$ cat src/rtl/region_current_lookup_unit_assert.svh
// Assertion macros for the region current lookup controller
`ifndef REGION_CURRENT_LOOKUP_UNIT_ASSERT_SVH
`define REGION_CURRENT_LOOKUP_UNIT_ASSERT_SVH
// implication checked on every rising clock edge outside reset
`define RCL_ASSERT_IMP(label, ante, cons) \
	label: assert property (@(posedge clk) disable iff (!arst_n) (ante) |-> (cons)) \
		else $error("assertion failed");
// next-cycle implication
`define RCL_ASSERT_NXT(label, ante, cons) \
	label: assert property (@(posedge clk) disable iff (!arst_n) (ante) |=> (cons)) \
		else $error("assertion failed");
`endif

$ cat src/rtl/rcl_pkg.sv
// Package: types, constants and tables of the region current lookup unit
`timescale 1ns / 1ps
`default_nettype none
package rcl_pkg;
	localparam int MAX_REGIONS = 16;
	localparam int RW = $clog2(MAX_REGIONS);
	localparam int CW = $clog2(MAX_REGIONS + 1);
	localparam logic [1:0] FUNC_APPEND = 2'd0;
	localparam logic [1:0] FUNC_START = 2'd1;
	localparam logic [1:0] FUNC_POS = 2'd2;
	localparam logic [1:0] REG_DEPTH = 2'd0;
	localparam logic [1:0] REG_PERIODIC = 2'd1;
	localparam logic [1:0] REG_REPUB = 2'd2;
	localparam logic [31:0] FIRST_DEADLINE = 32'd10000;
	localparam logic [31:0] STEP_DEADLINE = 32'd5000;
	localparam int TAB_W = 180;
	localparam int VEC_W = 48;
	localparam int ANG_W = 6;
	localparam logic [ANG_W-1:0] ANG_LAST = 6'd35;
	localparam logic [ANG_W-1:0] ANG_QUARTER = 6'd27;

	// commands from controller to datapath
	typedef struct packed {
		logic latch;      // capture the input item
		logic append;     // write region at fill count
		logic rd;         // read table entry at rd_idx
		logic [RW-1:0] rd_idx;
		logic test;       // evaluate containment of read entry
		logic take;       // commit read entry as the found region
		logic finish;     // compute vector and emit decision
		logic publish;    // load output register
	} cmd_t;

	typedef struct packed {
		logic hit;        // entry just tested holds the point
		logic emit;       // result should be emitted
	} sts_t;

	function automatic logic signed [15:0] cos_q8(input logic [ANG_W-1:0] a);
		logic signed [15:0] v;
		unique case (a)
			6'd0: v = 256; 6'd1: v = 252; 6'd2: v = 241; 6'd3: v = 222;
			6'd4: v = 196; 6'd5: v = 165; 6'd6: v = 128; 6'd7: v = 88;
			6'd8: v = 44; 6'd9: v = 0; 6'd10: v = -44; 6'd11: v = -88;
			6'd12: v = -128; 6'd13: v = -165; 6'd14: v = -196; 6'd15: v = -222;
			6'd16: v = -241; 6'd17: v = -252; 6'd18: v = -256; 6'd19: v = -252;
			6'd20: v = -241; 6'd21: v = -222; 6'd22: v = -196; 6'd23: v = -165;
			6'd24: v = -128; 6'd25: v = -88; 6'd26: v = -44; 6'd27: v = 0;
			6'd28: v = 44; 6'd29: v = 88; 6'd30: v = 128; 6'd31: v = 165;
			6'd32: v = 196; 6'd33: v = 222; 6'd34: v = 241; 6'd35: v = 252;
			default: v = 0;
		endcase
		return v;
	endfunction
endpackage
`default_nettype wire

$ cat src/rtl/rcl_ctrl.sv
// Controller: sequencing of appends, region scan and result hand-off
`timescale 1ns / 1ps
`default_nettype none
`include "region_current_lookup_unit_assert.svh"
module rcl_ctrl (
	input  wire logic          clk,
	input  wire logic          arst_n,
	input  wire logic          in_fire,
	input  wire logic [1:0]    in_func,
	input  wire logic          out_taken,
	input  wire rcl_pkg::sts_t sts,
	output rcl_pkg::cmd_t      cmd,
	output logic [rcl_pkg::RW-1:0] wr_idx,
	output logic               in_ready,
	output logic               out_valid
);
	localparam logic [2:0] S_IDLE = 3'd0, S_LAST = 3'd1, S_LTEST = 3'd2, S_SCAN = 3'd3;
	localparam logic [2:0] S_TEST = 3'd4, S_FIN = 3'd5, S_PUB = 3'd6, S_DEC = 3'd7;
	logic [2:0] state_q;
	logic [rcl_pkg::CW-1:0] held_q;
	logic [rcl_pkg::CW-1:0] idx_q;
	logic en_q, have_q;
	logic [rcl_pkg::RW-1:0] last_q;
	logic [1:0] func_q;
	// hit is registered, so decide in the cycle after the test
	logic pend_q;
	// set while the remembered region is being checked
	logic last_chk_q;
	logic pub_go;

	assign wr_idx = held_q[rcl_pkg::RW-1:0];
	assign in_ready = state_q == S_IDLE;
	// load the output register once the previous result has gone or goes now
	assign pub_go = state_q == S_PUB && sts.emit && (!out_valid || out_taken);

	always_comb begin
		cmd = '0;
		cmd.latch = in_fire;
		cmd.append = state_q == S_DEC && func_q == rcl_pkg::FUNC_APPEND
			&& held_q < rcl_pkg::CW'(rcl_pkg::MAX_REGIONS);
		cmd.rd_idx = idx_q[rcl_pkg::RW-1:0];
		cmd.rd = state_q == S_LAST || state_q == S_SCAN;
		cmd.test = state_q == S_LTEST || state_q == S_TEST;
		cmd.take = state_q == S_TEST && pend_q && sts.hit;
		cmd.finish = state_q == S_FIN;
		cmd.publish = pub_go;
	end

	always_ff @(posedge clk or negedge arst_n) begin
		if (!arst_n) begin
			state_q <= S_IDLE;
			held_q <= '0;
			idx_q <= '0;
			en_q <= 1'b0;
			have_q <= 1'b0;
			last_q <= '0;
			func_q <= '0;
			out_valid <= 1'b0;
			pend_q <= 1'b0;
			last_chk_q <= 1'b0;
		end else begin
			if (pub_go) out_valid <= 1'b1;
			else if (out_taken) out_valid <= 1'b0;
			unique case (state_q)
				S_IDLE: if (in_fire) begin
					func_q <= in_func;
					state_q <= S_DEC;
				end
				S_DEC: begin
					state_q <= S_IDLE;
					if (func_q == rcl_pkg::FUNC_APPEND) begin
						if (cmd.append) held_q <= held_q + 1'b1;
					end else if (func_q == rcl_pkg::FUNC_START) en_q <= 1'b1;
					else if (func_q == rcl_pkg::FUNC_POS && en_q) begin
						if (have_q && {1'b0, last_q} < held_q) begin
							idx_q <= rcl_pkg::CW'(last_q);
							last_chk_q <= 1'b1;
							state_q <= S_LAST;
						end else if (held_q == '0) begin
							have_q <= 1'b0;
							last_q <= '0;
							state_q <= S_FIN;
						end else begin
							idx_q <= '0;
							state_q <= S_SCAN;
						end
					end
				end
				S_LAST: state_q <= S_LTEST;
				S_LTEST: begin
					pend_q <= 1'b1;
					state_q <= S_TEST;
				end
				S_SCAN: state_q <= S_TEST;
				S_TEST: begin
					if (!pend_q) begin
						pend_q <= 1'b1;
					end else begin
						pend_q <= 1'b0;
						last_chk_q <= 1'b0;
						if (sts.hit) begin
							have_q <= 1'b1;
							last_q <= idx_q[rcl_pkg::RW-1:0];
							state_q <= S_FIN;
						end else if (last_chk_q) begin
							// remembered region missed: scan the table from the start
							idx_q <= '0;
							state_q <= S_SCAN;
						end else if (idx_q + 1'b1 >= held_q) begin
							// a miss ends with no region remembered
							have_q <= 1'b0;
							last_q <= '0;
							state_q <= S_FIN;
						end else begin
							idx_q <= idx_q + 1'b1;
							state_q <= S_SCAN;
						end
					end
				end
				S_FIN: state_q <= S_PUB;
				S_PUB: if (!sts.emit || pub_go) state_q <= S_IDLE;
				default: state_q <= S_IDLE;
			endcase
		end
	end

	`RCL_ASSERT_IMP(a_no_accept_busy, in_fire, state_q == S_IDLE)
	`RCL_ASSERT_IMP(a_held_bound, 1'b1, held_q <= rcl_pkg::CW'(rcl_pkg::MAX_REGIONS))
	`RCL_ASSERT_NXT(a_pub_valid, state_q == S_PUB && sts.emit, out_valid)
endmodule
`default_nettype wire

$ cat config.mk
export PLATFORM = sky130hd
export DESIGN_NAME = rcl_ctrl
export DESIGN_NICKNAME = d
export VERILOG_FILES = /design/src/rtl/rcl_pkg.sv /design/src/rtl/rcl_ctrl.sv
export VERILOG_INCLUDE_DIRS = /design/src /design/src/rtl
export SDC_FILE = /design/constraint.sdc
export NUM_CORES = 1
export LEC_CHECK = 0
export ABC_AREA = 1
export BUFFER_PORTS_ARGS = -buffer_cell sky130_fd_sc_hd__buf_4
export CAP_MARGIN = 0
export CORE_MARGIN = 3
export CORE_UTILIZATION = 64
export CTS_BUF_LIST = sky130_fd_sc_hd__clkbuf_4
export CTS_CLUSTER_SIZE = 16
export DETAILED_ROUTE_END_ITERATION = 8
export PLACE_DENSITY = 0.88
export SETUP_SLACK_MARGIN = 0.15
export SYNTH_ARGS = -nofsm -noshare
export SYNTH_HDL_FRONTEND = slang
export SYNTH_SLANG_ARGS = --single-unit
$ cat constraint.sdc
create_clock -name clk -period 4.8 [get_ports clk]
set_input_delay 0 -clock clk [delete_from_list [all_inputs] [get_ports clk]]
set_output_delay 0 -clock clk [all_outputs]
set_load 0.01 [all_outputs]
* Word level (Yosys, flattened, before mapping)
Index checks and enable logic that the tools add are counted.
** Storage, ports and cells
- Register bits :: 24
- Input port bits :: 8
- Output and inout port bits :: 17
- Logic and storage cells :: 119
** Cells by class
- Add/sub/neg operators :: 2
- $lt $le $gt $ge :: 3
- Equality and inequality tests :: 23
- Muxes and demuxes :: 52
- Bitwise logic cells :: 1
- Reduce and logical (&&, ||, !) cells :: 28
** Operator list (number)
- 5-bit two-way mux :: 9
- 4-bit two-way mux :: 9
- 3-bit two-way mux :: 11
- 3-bit one-hot mux with 7 select lines :: 1
- 1-bit two-way mux :: 17
- 3-bit == test (second input constant) :: 4
- 2-bit != test (second input constant) :: 6
- 5-bit by 1-bit adder with 5-bit output (second input constant) :: 2
- 5-bit one-hot mux with 2 select lines :: 1
- 3-bit != test (second input constant) :: 3
- 3-bit AND reduction :: 3
- 9-bit AND reduction :: 1
- 1-bit logical AND :: 8
- 2-bit by 1-bit != test with 1-bit output (second input constant) :: 4
- 4-bit one-hot mux with 2 select lines :: 1
- 8-bit AND reduction :: 1
- 3-bit by 2-bit == test with 1-bit output (second input constant) :: 2
- 1-bit one-hot mux with 2 select lines :: 3
- 6-bit AND reduction :: 1
- 2-bit nonzero test :: 3
- 5-bit >= comparator :: 1
- 5-bit zero test :: 1
- 4-bit by 5-bit < comparator with 1-bit output :: 1
- 5-bit < comparator (second input constant) :: 1
- other kinds (11) :: 15

* Logic depth before layout (Yosys ltp)
Gate-level depths: netlist of run 1.
- Word-level depth :: 7
- Gate-level depth with buffers :: 13
- Mapped depth without buffers :: 13

* Worst setup path after synthesis of run 1
Ideal clock, no wire load.
- Kind :: reg2reg
- From :: register idx_q[0] in the netlist's numbering
- To :: register idx_q[0] in the netlist's numbering
- Setup time :: 0.118 ns
- Arrival :: 1.853 ns
- Path slack :: 2.829 ns
- Cell stages (with the launch flop) :: 13
- Path buffers :: 0
- Cells stage by stage :: dfrtp_1 > ha_1 > nand3_1 > xor2_1 > ha_1 > nand2_1 > inv_1 > a21oi_1 > nand2_1 > nand2_1 > nand3b_4 > nand2_1 > nand2_1
** On the way
- Cells in the longest elaborated chain, start to end :: 6
** Ends and longest elaborated chain
- start, declared :: RTL line rcl_ctrl.sv:21 : logic [rcl_pkg::CW-1:0] idx_q;
- start signal, assigned :: RTL line rcl_ctrl.sv:76 : idx_q <= rcl_pkg::CW'(last_q);
- start signal, assigned :: RTL line rcl_ctrl.sv:115 : idx_q <= idx_q + 1'b1;
- 5-bit by 1-bit adder with 5-bit output * :: RTL line rcl_ctrl.sv:109, rcl_ctrl.sv:115
- branches (longest 5 deep; another with 5-bit >= comparator)
Every way passes the cells marked *. The select of a mux whose other input is x is not followed.
A chain may end at the register's enable or synchronous reset.

* Final worst setup path of run 1
- From :: register idx_q[0] in the netlist's numbering
- To :: register idx_q[3] in the netlist's numbering
Same word-level chain as after synthesis.

==> results of run 1 <==
==> layout by cell type (no fill, tap or decap), types with 4 or more instances in the layout <==
| master | instances |
|---|---|
| nor2_1 | 20 |
| dfrtp_1 | 24 |
| ha_1 | 11 |
| inv_1 | 32 |
| nand3_1 | 18 |
| buf_4 | 24 |
| xor2_1 | 5 |
| dlygate4sd3_1 | 5 |
| nand2_1 | 63 |
| a21oi_1 | 4 |
| o21ai_0 | 4 |
==> cells by family after synthesis <==
| group | after synthesis | synth area share |
|---|---|---|
| XOR/XNOR | 6 | 0.0303 |
| AO/OA/AOI/OAI | 14 | 0.0548 |
| multiplexers | 1 | 0.00649 |
| buffers and inverters | 45 | 0.123 |
| AND/OR/NAND/NOR | 121 | 0.360 |
| flip-flops | 24 | 0.346 |
| adder cells (fa/ha/maj) | 11 | 0.0794 |
==> sequential cells by signal (all words and copies together) (netlist names) <==
register    count
pend_q          1
last_q          4
func_q          2
have_q          1
out_valid       1
en_q            1
held_q          5
idx_q           5
last_chk_q      1
state_q         3
==> what timing repair did <==
action                     4_1_cts  5_1_grt
hold buffers                     5        0
setup endpoints to repair        0        0
hold endpoints to repair        27        0
==> stage by stage <==
step                utilization  power (W)
finish                    0.783    0.00101
global placement          0.742   0.000836
floorplan                     -   0.000724
CTS                       0.783    0.00101
detailed placement        0.742   0.000852
global route              0.783    0.00110
==> critical path: stages, from the launching register on <==
cell and delay (ns):
dfrtp_1 0.48, ha_1 0.26, nand3_1 0.11, xor2_1 0.20
ha_1 0.27, nand2_1 0.09, inv_1 0.05, a21oi_1 0.15
nand2_1 0.14, nand2_1 0.16, nand3b_4 0.12, nand2_1 0.07
nand2_1 0.06
==> worst max-delay path by stage <==
| stage | slack, ns | from | end |
|---|---|---|---|
| 6_report | 2.54 | idx_q[0] | idx_q[3] |
| 3_5_place_dp | 2.60 | idx_q[0] | idx_q[3] |
| 4_1_cts | 2.54 | idx_q[0] | idx_q[3] |
| 2_1_floorplan | 2.83 | idx_q[0] | idx_q[0] |
| 5_1_grt | 2.31 | idx_q[0] | idx_q[3] |
| 3_3_place_gp | 2.70 | idx_q[0] | idx_q[0] |
==> per-layer routing <==
metal  share of wire  vias up  wire length, um
li1                -      733                -
met1            0.40      697             1470
met2            0.52       54             1930
met3           0.053       19              195
met4           0.030        0              110
met5               0        -                0
==> power by group through the flow <==
stage | registers, W | logic, W | clock network (W)
after floorplan | 0.000313 | 0.000412 | 0
after global placement | 0.000335 | 0.000501 | 0
after detailed placement | 0.000338 | 0.000513 | 0
after CTS | 0.000335 | 0.000526 | 0.000153
after global routing | 0.000347 | 0.000594 | 0.000160
final | 0.000336 | 0.000528 | 0.000150
==> cell type report <==
class | count | area [um^2] | area share
Multi-Input combinational cell | 153 | 921 | 0.466
Sequential cell | 24 | 601 | 0.304
Timing Repair Buffer | 29 | 230 | 0.117
Inverter | 34 | 133 | 0.0672
Tap cell | 30 | 37.5 | 0.0190
Clock inverter | 1 | 30.0 | 0.0152
Clock buffer | 3 | 22.5 | 0.0114
==> metrics.txt, run 1 <==
status finished clean; setup_tns 0 ns; Slew headroom 0.707; Starting DRT DRC Count 104; Layout Cells excl Fill 274; vias 1,503; fin worst setup slack 2.54 ns; yosys warns 0; Synth top area share 0.346; CTS tree built; WHS 0.00132 ns; reg2reg end idx_q[3]; period utilization 0.471; switching pwr 0.000463 W; Routed WL 3.71 mm; maxcap violations 0; Placed Area 1870 um^2; leakage 1.06 nW; Placed Cells 265; M2 GR Usage 0.448; HP Class input port to flip-flop; ys async rst share 1.00; via/cell ratio 5.49; combinational share of power 0.521; most numerous cell in the Yosys netlist nand2_1; Ant. Diodes 0; crit path capture type flip-flop; postcts setup bufs 0; Die X 58.1 um; largest net degree at the start of global routing 25; crit-path max FO 7; Clock transition at path regs 0.14 ns; Worst Setup Start Kind flip-flop; TritonCTS Sinks 24; fin crit period 2.26 ns; Placer Congestion 0.926; CP required 5.03 ns; Final setup viols 0; num ports 25; die area 3370 um^2; WL/cell 13.5 um; worst slack, placed 2.60 ns; worst hold path depth 3; total grt overflow 0; Setup Skew 0.00346 ns; CP Class flip-flop to flip-flop; RSZ-0062 raised after global routing false; I/O Buffers 24; Layout area overhead 13.9%; drt pass-1 iters 6; Fill cells 181; post-synthesis sequential area ratio 0.346; Synth area leader dfrtp_1; Final Hold Violating Endpoints 0; first-pass GRT wire length 6.63 mm; switching share of power 0.456; nets@finish 264; reg-to-reg setup timing slack 2.54 ns; Row Count 18; post_cts resized 0; mean post-synth cell area 7.81 um^2; Slew @ Worst Pin 0.436 ns; number of antenna violations at the first check in global routing 0; met1 usage in global routing 0.320; Synth Flop Type dfrtp_1; VDD IR max 0.373 mV; CTS H-tree depth 1; PD cells 513 nW/um^2; layout cells sized above 1 0.201; vias in the first global route 1,497; most common library cells after synthesis nand2_1 (63), inv_1 (32), dfrtp_1 (24), nor2_1 (20), nand3_1 (18); FF+latch count, synth 24; Bufs on Longest Clock Path 2; Area contributors post-synth dfrtp_1 (35%), nand2_1 (14%), ha_1 (7.9%); sink of the worst hold path out_valid; GR peak layer met2; DRT antenna net count 0; Design Area, Final 1970 um^2; final count of pins violating max slew 0; Critical R2R Launch idx_q[0]; crit path DAT 2.49 ns; sequential share of power 0.331; Yosys cell types 32; total CTS buffers 3; CTS root buf clkbuf_4; core area 2520 um^2; Clock power frac 0.148; Min-Delay Startpoint sts[0]; Int Power 0.000551 W; Synth Net Count 241; All-Layer GR Usage 0.258; fmax 442 MHz; Post-Synthesis Cells 222; Post-synth EDFFs 0; post-DP HPWL 2.75 mm; residual DRC count 0; Syn Std Cell Area 1730 um^2; Clock Latency Late Sink 0.33 ns; Starting Density 0.687; chip height 58.1 um; Reg2Reg Depth 12; M3 GR Usage 0.0379
No activity file was read; power rests on OpenSTA's default activity.
==> inputs of run 2 (changes only) <==
Settings changed: CORE_UTILIZATION 64 to 53, PLACE_DENSITY 0.88 to 0.78.
Clock period 4.8 ns to 1.83 ns, I/O delays scaled along.
==> run 2 against run 1 <==
  * The run now ends with setup timing left
  * Utilization shrank 6.7 points
  * Largest power group unchanged
  * Clock skew increased by 0.0052 ns
  * Combinational power increased to 3.2 times the previous value
  * Fmax increased by 14%
  * Cell count increased by 12%
  * Setup slack worse by 2.7 ns
  * Clock-buffer cell count stayed put
  * First-iteration DRC count shrank 34%
  * Via count rose by 0.40%
  * Non-clock buffer count up 20
  * Power rose to 2.7 times the previous value
  * Sequential power rose to 2.6 times the previous value
==> metrics.txt, run 2 (same netlist as run 1, synthesis figures left out) <==
status finished with violations; violated checks setup timing; Clock transition at path regs 0.14 ns (about the same); total CTS buffers 3 (unchanged); leakage 1.17 nW (+9.9%); Reg2Reg Depth 13 (+1); Min-Delay Startpoint in_fire; die area 3990 um^2 (+19%); Routed WL 3.84 mm (+3.6%); nets@finish 284 (+7.6%); DRT antenna net count 0 (unchanged); Slew @ Worst Pin 0.421 ns (-0.0151 ns); Regs by FF count held_q x5, idx_q x5, last_q x4; fin crit period 1.98 ns (-0.278 ns); chip height 63.2 um (+8.9%); reg2reg end last_q[3]; drt pass-1 iters 4 (-2); CP Class flip-flop to flip-flop; Layout area overhead 27.0%; worst hold path depth 3 (unchanged); Die X 63.2 um (+8.9%); RSZ-0062 raised after global routing true; CTS H-tree depth 1 (unchanged); final count of pins violating max slew 0 (unchanged); period utilization 1.08 (+0.613); crit-path max FO 5 (-2); fmax 504 MHz (+14%); CTS tree built; Clock Latency Late Sink 0.31 ns (-0.02 ns); Final setup viols 12 (+12); TritonCTS Sinks 24 (unchanged); layout cells sized above 1 0.323 (+0.122); WHS 0.0193 ns (+0.0180 ns); leading cell type in the layout, fill and taps excluded nand2_1; fin worst setup slack -0.154 ns (-2.69 ns); largest net degree at the start of global routing 25 (unchanged); setup_tns -1.60 ns (-1.60 ns); WL/cell 12.5 um (-7.5%); final core utilization 0.715 (-0.0673); Ant. Diodes 0 (unchanged); Placer Congestion 0.881 (-4.9%); Setup Skew 0.00868 ns (+0.00521 ns); worst slack, placed -0.122 ns (-2.72 ns); PD cells 1260 nW/um^2 (+150%); Worst Setup Start Kind flip-flop; core area 3080 um^2 (+22%); first-pass GRT wire length 6.69 mm (+0.84%); CTS root buf clkbuf_4; Critical R2R Launch idx_q[0]; crit path DAT 2.20 ns (-0.29 ns); post-DP HPWL 2.84 mm (+3.2%); num ports 25 (unchanged); reg-to-reg setup timing slack -0.15 ns (-2.69 ns); total grt overflow 0 (unchanged); sink of the worst hold path func_q[0]; residual DRC count 0 (unchanged); CP required 2.05 ns (-2.98 ns); number of antenna violations at the first check in global routing 0 (unchanged); Final Hold Violating Endpoints 0 (unchanged); Slew headroom 0.718 (+0.0101); I/O Buffers 24 (unchanged); Bufs on Longest Clock Path 2 (unchanged); Starting DRT DRC Count 69 (-34%); All-Layer GR Usage 0.205 (-0.0527); Starting Density 0.563 (-0.124); total power 0.00278 W (+170%); crit path capture type flip-flop; vias 1,509 (+0.40%); vias in the first global route 1,545 (+3.2%); via/cell ratio 4.92 (-10%); HP Class input port to flip-flop; commonest cells after routing, fill and taps aside nand2_1 (57), buf_4 (43), inv_1 (32); maxcap violations 0 (unchanged); Row Count 20 (+2); VDD IR max 0.555 mV (+49%)
run 2: where the power goes:
part | leakage [nW] | total (W) | switching, W | internal [W]
Clock | 0.0138 | 0.000235 | 0.000158 | 0.0000768
Combinational | 0.844 | 0.00168 | 0.000946 | 0.000734
Sequential | 0.308 | 0.000860 | 0.000181 | 0.000679
Total | 1.17 | 0.00278 | 0.00129 | 0.00149
run 2: layer usage:
metal  global-route usage  vias up  routed length (um)
met5                    0        -                   0
met4               0.0782        0                  63
met3               0.0321        8                 118
met2                0.368       27                1980
met1                0.245      705                1680
li1                     -      769                   -
run 2: critical path: stages, from the launching register on:
cell and delay, ns:
dfrtp_1 0.43, ha_4 0.17, nand3_4 0.08, xor2_2 0.16
ha_1 0.30, nand2_1 0.07, nor2_1 0.08, nand3_1 0.09
nand2_2 0.12, nand2_2 0.06, nand2_2 0.09, nand3_4 0.11
nand2_2 0.09, nand2_2 0.05
run 2: through the flow:
| step | instances | instance area [um^2] |
|---|---|---|
| after floorplan | 222 | 1750 |
| after global placement | 287 | 1970 |
| after detailed placement | 287 | 1970 |
| after CTS | 294 | 2040 |
| after global routing | 307 | 2200 |
| final | 307 | 2200 |
run 2: worst max path at each step:
stage | depth (start not counted) | end | start
6_report | 13 | last_q[3] | idx_q[0]
2_1_floorplan | 12 | idx_q[0] | idx_q[0]
3_5_place_dp | 13 | last_q[1] | idx_q[0]
4_1_cts | 12 | idx_q[3] | idx_q[0]
5_1_grt | 13 | last_q[0] | idx_q[0]
3_3_place_gp | 12 | idx_q[3] | idx_q[1]
run 2: repair_timing:
action / CTS / global route
pin swaps: 4 / 7
hold buffers: 4 / 0
endpoints found under the hold margin: 27 / 0
resized for setup: 3 / 13
gates cloned: 0 / 0
buffers inserted: 0 / 13
setup endpoints to repair: 13 / 16
run 2: layout make-up:
| type | count | area (um^2) |
|---|---|---|
| clock buffers | 3 | 22.5 |
| flip-flops and latches | 24 | 604 |
| fillers | 259 | 876 |
| well taps | 44 | 55.1 |
| inverters | 34 | 133 |
| multi-input cells | 153 | 1000 |
| repair buffers | 49 | 385 |
==> inputs of run 3 (changes only) <==
==> constraint.sdc (replaced) <==
create_clock -name clk -period 1.83 [get_ports clk]
set_input_delay 0.183 -clock clk [delete_from_list [all_inputs] [get_ports clk]]
set_output_delay 0.183 -clock clk [all_outputs]
set_load 0.01 [all_outputs]
==> run 3 against run 2 <==
  * The flow still finishes with violations (setup timing)
  * First-iteration DRC count grew 23%
  * Die area unchanged
  * Final area decreased by 1.3%
  * Wire length unchanged
  * Via count increased by 1.8%
  * Critical path depth unchanged
  * Power decreased by 0.15%
  * Clock skew is 0.0040 ns lower
  * Largest power group unchanged
  * Highest routed layer unchanged
==> metrics.txt, run 3 (same netlist as run 1, synthesis figures left out) <==
CTS root buf clkbuf_4; leakage 1.15 nW (-1.6%); M3 GR Usage 0.0285 (-0.00357); met1 usage in global routing 0.259 (+0.0141); status finished with violations; Bufs on Longest Clock Path 2 (unchanged); Starting Density 0.563 (unchanged); area occupied by multi-input gates 1010 um^2 (+0.37%); WL/cell 12.6 um (+0.99%); Fill cells 257 (-0.77%); residual DRC count 0 (unchanged); M2 GR Usage 0.354 (-0.0132); Die X 63.2 um (unchanged); critical path cell sequence ha_4 -> nand3_4 -> xor2_2 -> ha_1 -> nand2_1 -> nor2_1 -> nand3_1 -> nand2_2 -> nand2_2 -> nand2_2 -> nand3_4 -> nand2_1 -> nand2_1; Routed WL 3.84 mm (unchanged); Slew @ Worst Pin 0.312 ns (-0.109 ns); DRT antenna net count 0 (unchanged); VDD IR max 0.543 mV (-2.2%); All-Layer GR Usage 0.205 (about the same); Regs by FF count held_q x5, idx_q x5, last_q x4; core area 3080 um^2 (unchanged); HP Class input port to flip-flop; setup_tns -1.53 ns (+0.0698 ns); Slew headroom 0.792 (+0.0746); total grt overflow 0 (unchanged); crit-path max FO 5 (unchanged); RSZ-0062 raised after global routing true; GR peak layer met2; fin worst setup slack -0.166 ns (-0.0118 ns); Setup Skew 0.00470 ns (-0.00398 ns); violated checks setup timing; fin crit period 2.00 ns (+0.0118 ns); Placer Congestion 0.882 (about the same); worst slack, placed -0.120 ns (+0.00174 ns); Ant. Diodes 0 (unchanged); final core utilization 0.706 (-0.00935); CP required 2.06 ns (about the same); die area 3990 um^2 (unchanged); Final Hold Violating Endpoints 0 (unchanged); Row Count 20 (unchanged); via/cell ratio 5.05 (+2.8%); WHS 0.0759 ns (+0.0565 ns); Clock transition at path regs 0.13 ns (about the same); CP max-delay cell dfrtp_1; Starting DRT DRC Count 85 (+23%); num ports 25 (unchanged); number of antenna violations at the first check in global routing 0 (unchanged); leading cell type in the layout, fill and taps excluded nand2_1; first-pass GRT wire length 6.55 mm (-2.1%); final count of pins violating max slew 0 (unchanged); period utilization 1.09 (+0.00644); crit path DAT 2.22 ns (+0.02 ns); maxcap violations 0 (unchanged); CP Class flip-flop to flip-flop; largest net degree at the start of global routing 25 (unchanged); Final setup viols 12 (unchanged); fmax 501 MHz (-0.59%); nets@finish 281 (-1.1%); total CTS buffers 3 (unchanged); CTS H-tree depth 1 (unchanged); Worst Setup Start Kind flip-flop; TritonCTS Sinks 24 (unchanged); FF+latch area 606 um^2 (+0.21%); post-DP HPWL 2.84 mm (+0.12%); Clock Latency Late Sink 0.32 ns (about the same); crit path capture type flip-flop; drt pass-1 iters 4 (unchanged); chip height 63.2 um (unchanged); CTS tree built; Layout area overhead 25.3%; layout cells sized above 1 0.331 (+0.00758); vias 1,536 (+1.8%); I/O Buffers 24 (unchanged); vias in the first global route 1,448 (-6.3%); PD cells 1280 nW/um^2 (+1.2%); max incr delay on CP 0.42 ns (about the same); commonest cells after routing, fill and taps aside nand2_1 (58), buf_4 (44), inv_1 (31)
[run 3: power by group]
part	internal, W	total [W]	switching (W)	leakage, nW
clock	0.0000772	0.000233	0.000156	0.0138
combinational	0.000724	0.00170	0.000978	0.827
sequential	0.000679	0.000836	0.000156	0.306
[run 3: cell type report]
class	instances	share of cell area
sequential	24	0.279
multi-input combinational	153	0.463
timing repair buffer	46	0.162
tap	44	0.0253
inverter	34	0.0610
clock buffer	3	0.0104
[run 3: per-stage QoR]
| stage | cell area [um^2] | cells | total power (W) |
|---|---|---|---|
| 6_report | 2170 | 304 | 0.00277 |
| 5_1_grt | 2170 | 304 | 0.00301 |
| 4_1_cts | 2070 | 298 | 0.00266 |
| 3_5_place_dp | 1980 | 288 | 0.00230 |
| 3_3_place_gp | 1980 | 288 | 0.00226 |
| 2_1_floorplan | 1750 | 222 | 0.00193 |
[run 3: metal layers]
metal	up-vias	routed length, um
li1	766	-
met1	716	1650
met2	44	1960
met3	10	152
met4	0	82
met5	-	0
[run 3: repair_timing]
item	CTS	global route
buffers inserted	6	6
pin swaps	7	7
endpoints found under the setup margin	14	17
hold endpoints to repair	24	0
gates resized for setup	6	11
gates cloned	0	0
hold buffers	1	0
[run 3: critical path: cells and delay by family (launching register included)]
| family | cells | cell delay, ns |
|---|---|---|
| xor+xnor | 1 | 0.15 |
| simple gates | 10 | 0.84 |
| flops | 1 | 0.42 |
| fa+ha+maj | 2 | 0.48 |
[run 3: final timing paths]
kind	start	to	slack [ns]	depth (start not counted)
max reg2reg	idx_q[1]	last_q[2]	-0.17	13
max in group asynchronous	arst_n	state_q[2]	1.29	2
max	idx_q[1]	last_q[2]	-0.17	13
min in group asynchronous	arst_n	idx_q[4]	0.28	2
min reg2reg	pend_q	last_chk_q	0.47	1
min	in_func[1]	func_q[1]	0.08	2
